`config.mk`:
```
export PLATFORM = sky130hd
export DESIGN_NAME = sha1_message_digest_top
export DESIGN_NICKNAME = d
export VERILOG_FILES = /design/src/hw/rtl/sha1md_pkg.sv /design/src/hw/rtl/sha1md_word_cell.sv /design/src/hw/rtl/sha1md_round.sv /design/src/hw/rtl/sha1_message_digest_top.sv
export SDC_FILE = /design/constraint.sdc
export NUM_CORES = 2
export LEC_CHECK = 0
export BUFFER_PORTS_ARGS = -buffer_cell sky130_fd_sc_hd__buf_2
export CORE_AREA = 2 2 282 284
export CTS_BUF_LIST = sky130_fd_sc_hd__clkbuf_8
export CTS_CLUSTER_SIZE = 30
export DETAILED_ROUTE_END_ITERATION = 8
export DIE_AREA = 0 0 284 286
export PLACE_DENSITY = 0.81
export SYNTH_ARGS = -nofsm -noshare
export SYNTH_HDL_FRONTEND = slang
export SYNTH_SLANG_ARGS = --single-unit
```
`constraint.sdc`:
```
create_clock -name i_clk -period 20.3 [get_ports i_clk]
set_clock_uncertainty 0.2 [all_clocks]
set_input_delay 4.06 -clock i_clk [delete_from_list [all_inputs] [get_ports i_clk]]
set_output_delay 4.06 -clock i_clk [all_outputs]
set_load 0.02 [all_outputs]
```
`src/hw/rtl/sha1md_pkg.sv`:
```
`default_nettype none

package sha1md_pkg;

    localparam int WORD_W     = 32;
    localparam int HASH_WORDS = 5;
    localparam int SCHED_LEN  = 16;
    localparam int ROUND_W    = 7;
    localparam int POS_W      = 6;
    localparam int COUNT_W    = 61;
    localparam int LEN_W      = 64;
    localparam int IDX_W      = 3;
    localparam int OUT_DATA_W = 40;

    typedef logic [WORD_W-1:0]      t_word;
    typedef t_word [HASH_WORDS-1:0] t_hash;

    localparam t_hash H_INIT = {
        32'hC3D2E1F0, 32'h10325476, 32'h98BADCFE, 32'hEFCDAB89, 32'h67452301
    };

    localparam t_word K_0 = 32'h5A827999;
    localparam t_word K_1 = 32'h6ED9EBA1;
    localparam t_word K_2 = 32'h8F1BBCDC;
    localparam t_word K_3 = 32'hCA62C1D6;

    localparam logic [ROUND_W-1:0] ROUND_SCHED = 7'd16;
    localparam logic [ROUND_W-1:0] ROUND_B1    = 7'd20;
    localparam logic [ROUND_W-1:0] ROUND_B2    = 7'd40;
    localparam logic [ROUND_W-1:0] ROUND_B3    = 7'd60;
    localparam logic [ROUND_W-1:0] ROUND_LAST  = 7'd79;

    localparam logic [7:0]       PAD_BYTE = 8'h80;
    localparam logic [POS_W-1:0] POS_LAST = 6'd63;
    localparam logic [IDX_W-1:0] IDX_LAST = 3'd4;

    typedef enum logic [2:0] {
        ST_IDLE,
        ST_PAD,
        ST_COMPRESS,
        ST_ADD,
        ST_OUT
    } t_state;

    typedef struct packed {
        logic                 load;
        logic                 step;
        logic [ROUND_W-1:0]   round;
    } t_round_ctl;

endpackage

`default_nettype wire

```
`src/hw/rtl/sha1md_word_cell.sv`:
```
`default_nettype none

// One 32-bit word of the schedule line; takes its neighbor's word when shifted.
module sha1md_word_cell (
    input  wire                      i_clk,
    input  wire                      i_shift,
    input  wire sha1md_pkg::t_word   i_d,
    output sha1md_pkg::t_word        o_q
);

    sha1md_pkg::t_word r_word;

    always_ff @(posedge i_clk) begin
        if (i_shift) begin
            r_word <= i_d;
        end
    end

    assign o_q = r_word;

endmodule

`default_nettype wire

```
`src/hw/rtl/sha1md_round.sv`:
```
`default_nettype none

// Working variables a..e and one SHA-1 round per step.
module sha1md_round (
    input  wire                          i_clk,
    input  wire sha1md_pkg::t_round_ctl  i_ctl,
    input  wire sha1md_pkg::t_hash       i_h,
    input  wire sha1md_pkg::t_word       i_w,
    output sha1md_pkg::t_hash            o_v
);

    sha1md_pkg::t_word r_a, r_b, r_c, r_d, r_e;
    sha1md_pkg::t_word f, k, t;

    always_comb begin
        if (i_ctl.round < sha1md_pkg::ROUND_B1) begin
            f = (r_b & r_c) | (~r_b & r_d);
            k = sha1md_pkg::K_0;
        end else if (i_ctl.round < sha1md_pkg::ROUND_B2) begin
            f = r_b ^ r_c ^ r_d;
            k = sha1md_pkg::K_1;
        end else if (i_ctl.round < sha1md_pkg::ROUND_B3) begin
            f = (r_b & r_c) | (r_b & r_d) | (r_c & r_d);
            k = sha1md_pkg::K_2;
        end else begin
            f = r_b ^ r_c ^ r_d;
            k = sha1md_pkg::K_3;
        end
        t = {r_a[26:0], r_a[31:27]} + f + r_e + k + i_w;
    end

    always_ff @(posedge i_clk) begin
        if (i_ctl.load) begin
            r_a <= i_h[0];
            r_b <= i_h[1];
            r_c <= i_h[2];
            r_d <= i_h[3];
            r_e <= i_h[4];
        end else if (i_ctl.step) begin
            r_e <= r_d;
            r_d <= r_c;
            r_c <= {r_b[1:0], r_b[31:2]};
            r_b <= r_a;
            r_a <= t;
        end
    end

    assign o_v = {r_e, r_d, r_c, r_b, r_a};

endmodule

`default_nettype wire

```
`src/hw/rtl/sha1_message_digest_top.sv`:
```
`default_nettype none

// SHA-1 digest engine over a byte stream.
// Slave channel: one request per byte. s_axis_tdata is the byte, s_axis_tuser
// says the byte is part of the message (0 lets a request close a message with
// no byte), s_axis_tlast closes the message.
// Master channel: five requests per message, digest words high word first;
// tdata carries the word and its number, tlast flags the fifth word.
// Bytes go into a 16-cell word shift line; the same line produces the message
// schedule while a block is compressed at one round per cycle.
// Bytes are taken one per cycle while idle; the byte that fills a block starts
// the rounds and then the chaining add, during which no byte is taken, so the
// single round unit sets the rate.
// End of message: padding runs one byte per cycle up to the end of the block
// (one or two blocks, each followed by compression and the chaining add), then
// the digest words are offered, one per cycle while the receiver takes them.
// The slave side is held off while compressing, padding and delivering.
// A receiver stall simply holds the current digest word; nothing is lost.
// Reset (synchronous, active low) loads the initial chaining value and clears
// the byte count; the same happens after the last digest word is taken.
module sha1_message_digest_top (
    input  wire         i_clk,
    input  wire         i_rst_n,
    input  wire         s_axis_tvalid,
    output logic        s_axis_tready,
    input  wire  [7:0]  s_axis_tdata,   // [7:0] message_byte
    input  wire         s_axis_tuser,   // [0] byte_present
    input  wire         s_axis_tlast,   // end_of_message
    output logic        m_axis_tvalid,
    input  wire         m_axis_tready,
    output logic [sha1md_pkg::OUT_DATA_W-1:0] m_axis_tdata, // [31:0] digest_word,
                                                            // [34:32] word_number
    output logic        m_axis_tlast    // final_word
);

    sha1md_pkg::t_state r_state, n_state;

    logic [sha1md_pkg::POS_W-1:0]   r_pos;
    logic [sha1md_pkg::COUNT_W-1:0] r_count, count_next;
    logic [sha1md_pkg::LEN_W-1:0]   r_len, len_shift;
    logic [23:0]                    r_acc;
    logic                           r_first;     // next pad byte is the 0x80 marker
    logic                           r_len_ok;    // length may go into this block
    logic                           r_go_out;    // this block is the final one
    logic                           r_go_pad;    // padding follows this block
    logic [sha1md_pkg::ROUND_W-1:0] r_round;
    logic [sha1md_pkg::IDX_W-1:0]   r_idx;
    sha1md_pkg::t_hash              r_h;

    logic              in_req, out_req;
    logic              byte_we, block_full, push, chain_en;
    logic [7:0]        byte_val;
    sha1md_pkg::t_word chain_in, sched, push_word, out_word;
    sha1md_pkg::t_hash work_v;
    sha1md_pkg::t_round_ctl round_ctl;
    sha1md_pkg::t_word q [sha1md_pkg::SCHED_LEN];

    assign in_req     = s_axis_tvalid & s_axis_tready;
    assign out_req    = m_axis_tvalid & m_axis_tready;
    assign count_next = r_count + {{(sha1md_pkg::COUNT_W-1){1'b0}}, s_axis_tuser};
    assign len_shift  = r_len >> {3'(~r_pos[2:0]), 3'b000};

    // Control: next state and per-cycle strobes.
    always_comb begin
        n_state       = r_state;
        s_axis_tready = 1'b0;
        m_axis_tvalid = 1'b0;
        byte_we       = 1'b0;
        byte_val      = s_axis_tdata;
        round_ctl     = '0;
        unique case (r_state)
            sha1md_pkg::ST_IDLE: begin
                s_axis_tready = 1'b1;
                byte_we       = in_req & s_axis_tuser;
            end
            sha1md_pkg::ST_PAD: begin
                byte_we = 1'b1;
                if (r_first) begin
                    byte_val = sha1md_pkg::PAD_BYTE;
                end else if (r_len_ok && r_pos[5:3] == 3'b111) begin
                    byte_val = len_shift[7:0];
                end else begin
                    byte_val = 8'h00;
                end
            end
            sha1md_pkg::ST_COMPRESS: begin
                round_ctl.step = 1'b1;
                if (r_round == sha1md_pkg::ROUND_LAST) begin
                    n_state = sha1md_pkg::ST_ADD;
                end
            end
            sha1md_pkg::ST_ADD: begin
                if (r_go_out) begin
                    n_state = sha1md_pkg::ST_OUT;
                end else if (r_go_pad) begin
                    n_state = sha1md_pkg::ST_PAD;
                end else begin
                    n_state = sha1md_pkg::ST_IDLE;
                end
            end
            sha1md_pkg::ST_OUT: begin
                m_axis_tvalid = 1'b1;
                if (out_req && r_idx == sha1md_pkg::IDX_LAST) begin
                    n_state = sha1md_pkg::ST_IDLE;
                end
            end
            default: n_state = sha1md_pkg::ST_IDLE;
        endcase

        block_full = byte_we & (r_pos == sha1md_pkg::POS_LAST);
        if (block_full) begin
            n_state = sha1md_pkg::ST_COMPRESS;
        end else if (r_state == sha1md_pkg::ST_IDLE && in_req && s_axis_tlast) begin
            n_state = sha1md_pkg::ST_PAD;
        end
        round_ctl.load  = block_full;
        round_ctl.round = r_round;
    end

    always_ff @(posedge i_clk) begin
        if (!i_rst_n) begin
            r_state <= sha1md_pkg::ST_IDLE;
        end else begin
            r_state <= n_state;
        end
    end

    // Byte position, message count, padding flags.
    always_ff @(posedge i_clk) begin
        if (!i_rst_n) begin
            r_pos    <= '0;
            r_count  <= '0;
            r_first  <= 1'b0;
            r_len_ok <= 1'b0;
            r_go_out <= 1'b0;
            r_go_pad <= 1'b0;
        end else begin
            if (byte_we) begin
                r_pos <= r_pos + 1'b1;
            end
            if (r_state == sha1md_pkg::ST_IDLE && in_req) begin
                r_count <= count_next;
                if (s_axis_tlast) begin
                    r_first  <= 1'b1;
                    r_len_ok <= 1'b0;
                end
            end
            if (r_state == sha1md_pkg::ST_PAD) begin
                r_first <= 1'b0;
                if (r_pos == sha1md_pkg::POS_LAST) begin
                    r_len_ok <= 1'b1;
                end else if (r_first) begin
                    r_len_ok <= (r_pos[5:3] != 3'b111);
                end
            end
            if (block_full) begin
                r_go_out <= (r_state == sha1md_pkg::ST_PAD) & r_len_ok & ~r_first;
                // a pad block without the length needs one more pad block
                r_go_pad <= ((r_state == sha1md_pkg::ST_IDLE) & s_axis_tlast)
                            | ((r_state == sha1md_pkg::ST_PAD) & ~(r_len_ok & ~r_first));
            end
            if (r_state == sha1md_pkg::ST_OUT && out_req
                && r_idx == sha1md_pkg::IDX_LAST) begin
                r_pos   <= '0;
                r_count <= '0;
            end
        end
    end

    // Bit length is latched at the end request.
    always_ff @(posedge i_clk) begin
        if (r_state == sha1md_pkg::ST_IDLE && in_req && s_axis_tlast) begin
            r_len <= {count_next, 3'b000};
        end
        if (byte_we) begin
            r_acc <= {r_acc[15:0], byte_val};
        end
    end

    // Round counter and chaining value.
    always_ff @(posedge i_clk) begin
        if (!i_rst_n) begin
            r_round <= '0;
            r_idx   <= '0;
            r_h     <= sha1md_pkg::H_INIT;
        end else begin
            if (block_full) begin
                r_round <= '0;
            end else if (r_state == sha1md_pkg::ST_COMPRESS) begin
                r_round <= r_round + 1'b1;
            end
            if (r_state == sha1md_pkg::ST_ADD) begin
                for (int i = 0; i < sha1md_pkg::HASH_WORDS; i++) begin
                    r_h[i] <= r_h[i] + work_v[i];
                end
            end
            if (out_req) begin
                if (r_idx == sha1md_pkg::IDX_LAST) begin
                    r_idx <= '0;
                    r_h   <= sha1md_pkg::H_INIT;
                end else begin
                    r_idx <= r_idx + 1'b1;
                end
            end
        end
    end

    // Schedule line: loads packed words, then rotates / extends during rounds.
    assign push      = byte_we & (r_pos[1:0] == 2'b11);
    assign push_word = {r_acc, byte_val};
    assign sched     = (r_round < sha1md_pkg::ROUND_SCHED) ? q[0] :
                       sha1md_pkg::t_word'({q[13] ^ q[8] ^ q[2] ^ q[0],
                                            q[13][31] ^ q[8][31] ^ q[2][31] ^ q[0][31]}
                                           & 33'h0_FFFF_FFFF);
    assign chain_en  = push | (r_state == sha1md_pkg::ST_COMPRESS);
    assign chain_in  = (r_state == sha1md_pkg::ST_COMPRESS) ? sched : push_word;

    for (genvar g = 0; g < sha1md_pkg::SCHED_LEN; g++) begin : g_cell
        sha1md_word_cell u_cell (
            .i_clk   (i_clk),
            .i_shift (chain_en),
            .i_d     ((g == sha1md_pkg::SCHED_LEN - 1) ? chain_in
                                                       : q[(g + 1) % sha1md_pkg::SCHED_LEN]),
            .o_q     (q[g])
        );
    end

    sha1md_round u_round (
        .i_clk (i_clk),
        .i_ctl (round_ctl),
        .i_h   (r_h),
        .i_w   (sched),
        .o_v   (work_v)
    );

    // Digest output.
    always_comb begin
        unique case (r_idx)
            3'd0:    out_word = r_h[0];
            3'd1:    out_word = r_h[1];
            3'd2:    out_word = r_h[2];
            3'd3:    out_word = r_h[3];
            3'd4:    out_word = r_h[4];
            default: out_word = r_h[0];
        endcase
    end

    assign m_axis_tdata = {5'b00000, r_idx, out_word};
    assign m_axis_tlast = (r_idx == sha1md_pkg::IDX_LAST);

    a_round_end: assert property (@(posedge i_clk) disable iff (!i_rst_n)
        (r_state == sha1md_pkg::ST_COMPRESS && r_round == sha1md_pkg::ROUND_LAST)
        |=> r_state == sha1md_pkg::ST_ADD)
        else $error("compression did not end after the last round");

    a_block_start: assert property (@(posedge i_clk) disable iff (!i_rst_n)
        block_full |=> (r_state == sha1md_pkg::ST_COMPRESS && r_round == '0 && r_pos == '0))
        else $error("full block did not start compression");

    a_out_aligned: assert property (@(posedge i_clk) disable iff (!i_rst_n)
        (r_state == sha1md_pkg::ST_OUT) |-> (r_pos == '0 && r_idx <= sha1md_pkg::IDX_LAST))
        else $error("digest offered with a partial block");

    a_msg_restart: assert property (@(posedge i_clk) disable iff (!i_rst_n)
        (out_req && m_axis_tlast) |=> (r_state == sha1md_pkg::ST_IDLE && r_count == '0
                                       && r_h == sha1md_pkg::H_INIT))
        else $error("engine not restarted after the last digest word");

endmodule

`default_nettype wire
```
==> metrics.yaml <==
finish:
  fill_cells: 5506
  layout.cells.non_filler: 5752
  multiInputGateArea_um2: 21200
  nets: 4912
  syn_to_final_growth_pct: 8.64
  seqCellArea_um2: 27600
  drive_above_1_share_pct: 7.83
routing:
  first_iter_violations: 3755
  routed_wire_length_per_instance_um: 21.3
  drc: 0
  route.final.wire_length_um: 122000
  ant_nets: 0
  route.vias.total: 35300
  drt_pass1_iterations: 6
  route.detailed.vias_per_inst: 6.14
setup_path:
  critical_path_arrival_ns: 4.31
  cp_data_required_time_ns: 16.04
  setup.worst_path.start_class: "register"
  worstSetupPathType: "register to output port"
  maximum_net_fanout_on_the_critical_path: 42
  critical_path.endpoint_type: "output port"
yosys:
  edff_count_synth: 757
  synth_cell_types: 83
  postSynthRegisterBits: 1001
  synth_fa_ha_area_share_pct: 9.87
  yosys.area_share.simple_pct: 11.8
  synth-warning-count: 0
  yosys.area.top_type_share_pct: 45.2
  netlist_top_cells_area: "sky130_fd_sc_hd__edfxtp_1 (45%), sky130_fd_sc_hd__dfxtp_1 (9.7%), sky130_fd_sc_hd__nand2_1 (5.5%)"
  syn-cell-area_um2: 50300
  post-synth-top-area-cell: "sky130_fd_sc_hd__edfxtp_1"
  syn_avg_cell_area_um2: 11.2
  main_combinational_cell_family_by_area_after_synthesis: "compound AO/OA/AOI/OAI gates"
  synth_compound_area_share_pct: 12.2
  ys_dominant_reg_cell: "sky130_fd_sc_hd__edfxtp_1"
  synth.mux.area_fraction_pct: 1.52
  ys_seq_area_share_pct: 54.9
  synth_cells: 4496
  post_synth_xor_area_fraction_pct: 6.53
  synth_async_sr_flop_share_pct: 0
placed_design:
  place.gp.congestion: 0.962
  place.detailed.hpwl_um: 84200
  numPlacedInstances: 5460
  placement.io_buffers: 51
clock_network:
  holdBufCountCts: 0
  ctsHtreeMaxLevel: 4
  cts_resized: 0
  path_clk_slew_ns: 0.06
  clock_tree.root_cell: "sky130_fd_sc_hd__clkbuf_8"
  numClockSinks: 1001
  worst_skew_pair.late_latency_ns: 0.85
  numCtsBuffers: 158
  ctsLongestPathBuffers: 3
  tritoncts: "yes"
  post_cts_setup_inserts: 0
status:
  outcome: "finished clean"
die:
  initial_core_util_pct: 64.2
  die_area_um2: 81200
  die_x_um: 284
  chipHeight_um: 286
  core_area_um2: 78400
  rows: 103
  top_level_ports: 57
pwr:
  powerDensity_nw_per_um2: 72.5
  vdd_drop_max_v: 0.0000613
  leakage_nw: 21.0
sta:
  slew_headroom_pct: 22.9
  fmaxAchievable_ghz: 0.117
  grt_setup_unrepaired: "false"
  final_hold_violating_endpoints: 0
  worst-slew-pin-transition_ns: 1.16
  maxSlewViolCount: 0
  finalSetupTns_ns: 0
  setup-violations-final: 0
  layout_min_cycle_time_ns: 8.57
  fin_crit_sh_pct: 42.2
global_route:
  grt_max_degree: 197
  grt_antenna_before_repair: 6
  first_global_vias: 33600
  track_usage_pct: 29.9
  gr-total-overflow: 0
  grt_pass1_wl_um: 189000
hold_path:
  min_path_type: "register to register"
job:
  timing.max_cap.violations: 0
[power breakdown]
part,switching [W],internal (W)
clock,0.000831,0.000854
combinational,0.0000469,0.0000227
sequential,0.00000959,0.00220
[cell families after synthesis]
kind of cell	Yosys count
compound gates	973
xor+xnor	375
fa+ha+maj	328
buf+inv	403
flops	1001
mux	59
other cells	1
simple gates	1356
[layer usage]
metal | part of all wire, % | vias to the layer above | GRT usage (%)
met2 | 45 | 1740 | 46.0
met1 | 41 | 17000 | 41.2
li1 | - | 16200 | -
met3 | 8.4 | 367 | 5.35
met5 | 0.011 | - | 0
met4 | 5.4 | 2 | 15.8
[synth_stat cells, types with 115 or more instances]
master	instances
sky130_fd_sc_hd__edfxtp_1	757
sky130_fd_sc_hd__nand2_1	731
sky130_fd_sc_hd__nor2_1	281
sky130_fd_sc_hd__a21oi_1	276
sky130_fd_sc_hd__xnor2_1	252
sky130_fd_sc_hd__dfxtp_1	244
sky130_fd_sc_hd__inv_1	218
sky130_fd_sc_hd__o21ai_0	217
sky130_fd_sc_hd__ha_1	213
sky130_fd_sc_hd__clkbuf_1	147
sky130_fd_sc_hd__xor2_1	123
sky130_fd_sc_hd__fa_1	115
[path summary, 6_finish.rpt]
path / slack [ns] / startpoint / to / cells after the start
min: 0.20 / g_cell[6].u_cell.o_q[2] / g_cell[5].u_cell.o_q[2] / 0
min reg2reg: 0.20 / g_cell[6].u_cell.o_q[2] / g_cell[5].u_cell.o_q[2] / 0
max: 11.73 / r_idx[0] / m_axis_tdata[31] / 8
max reg2reg: 12.96 / r_round[4] / u_round.r_a[31] / 20
[final cells by class]
type / count / share of cell area (%)
Sequential cell: 1001 / 50.5
Multi-Input combinational cell: 3096 / 38.8
Clock buffer: 177 / 4.46
Tap cell: 1050 / 2.40
Inverter: 219 / 1.50
Clock inverter: 112 / 1.24
Timing Repair Buffer: 94 / 1.08
Antenna cell: 3 / 0.0137
[cells in the final DEF, fill, tap and decap left out, drive strengths merged, types with 177 or more instances in the layout]
cell type	synthesis	final
edfxtp	757	757
nand2	731	731
inv	218	283
nor2	281	281
a21oi	276	276
xnor2	252	252
dfxtp	244	244
o21ai	222	222
ha	213	213
clkbuf	147	177
[flip-flops by register name, summed over array words and instances (netlist names)]
name,cells
u_round.r_e,32
r_len,61
u_round.r_b,32
r_len_ok,1
r_count,61
r_first,1
u_round.r_c,32
u_round.r_a,32
r_state,3
r_go_pad,1
r_pos,6
r_round,7
r_idx,3
r_go_out,1
u_round.r_d,32
g_cell.u_cell.o_q,512
r_h,160
r_acc,24
[critical path: stages, from the launching register on]
cell and delay [ns]:
sky130_fd_sc_hd__dfxtp_1 0.42, sky130_fd_sc_hd__inv_1 0.10, sky130_fd_sc_hd__ha_1 0.20, sky130_fd_sc_hd__and2_1 0.15, sky130_fd_sc_hd__buf_4 0.27, sky130_fd_sc_hd__or4_2 0.99
sky130_fd_sc_hd__buf_4 0.40, sky130_fd_sc_hd__a31oi_1 0.58, sky130_fd_sc_hd__buf_2 0.29
[per-stage QoR]
step / setup WS [ns] / cell area [um2] / power (W) / hold WS, ns / utilization [%]
3_3_place_gp: 11.16 / 51600 / 0.00232 / 0.200 / 65.8
2_1_floorplan: 3.02 / 50300 / 0.00230 / 0.200 / -
3_5_place_dp: 11.04 / 51600 / 0.00232 / 0.205 / 65.8
6_report: 11.73 / 54700 / 0.00397 / 0.204 / 69.8
4_1_cts: 11.75 / 54700 / 0.00399 / 0.200 / 69.8
5_1_grt: 11.50 / 54700 / 0.00408 / 0.201 / 69.8
Note: power is estimated with default switching activity, not from simulation.
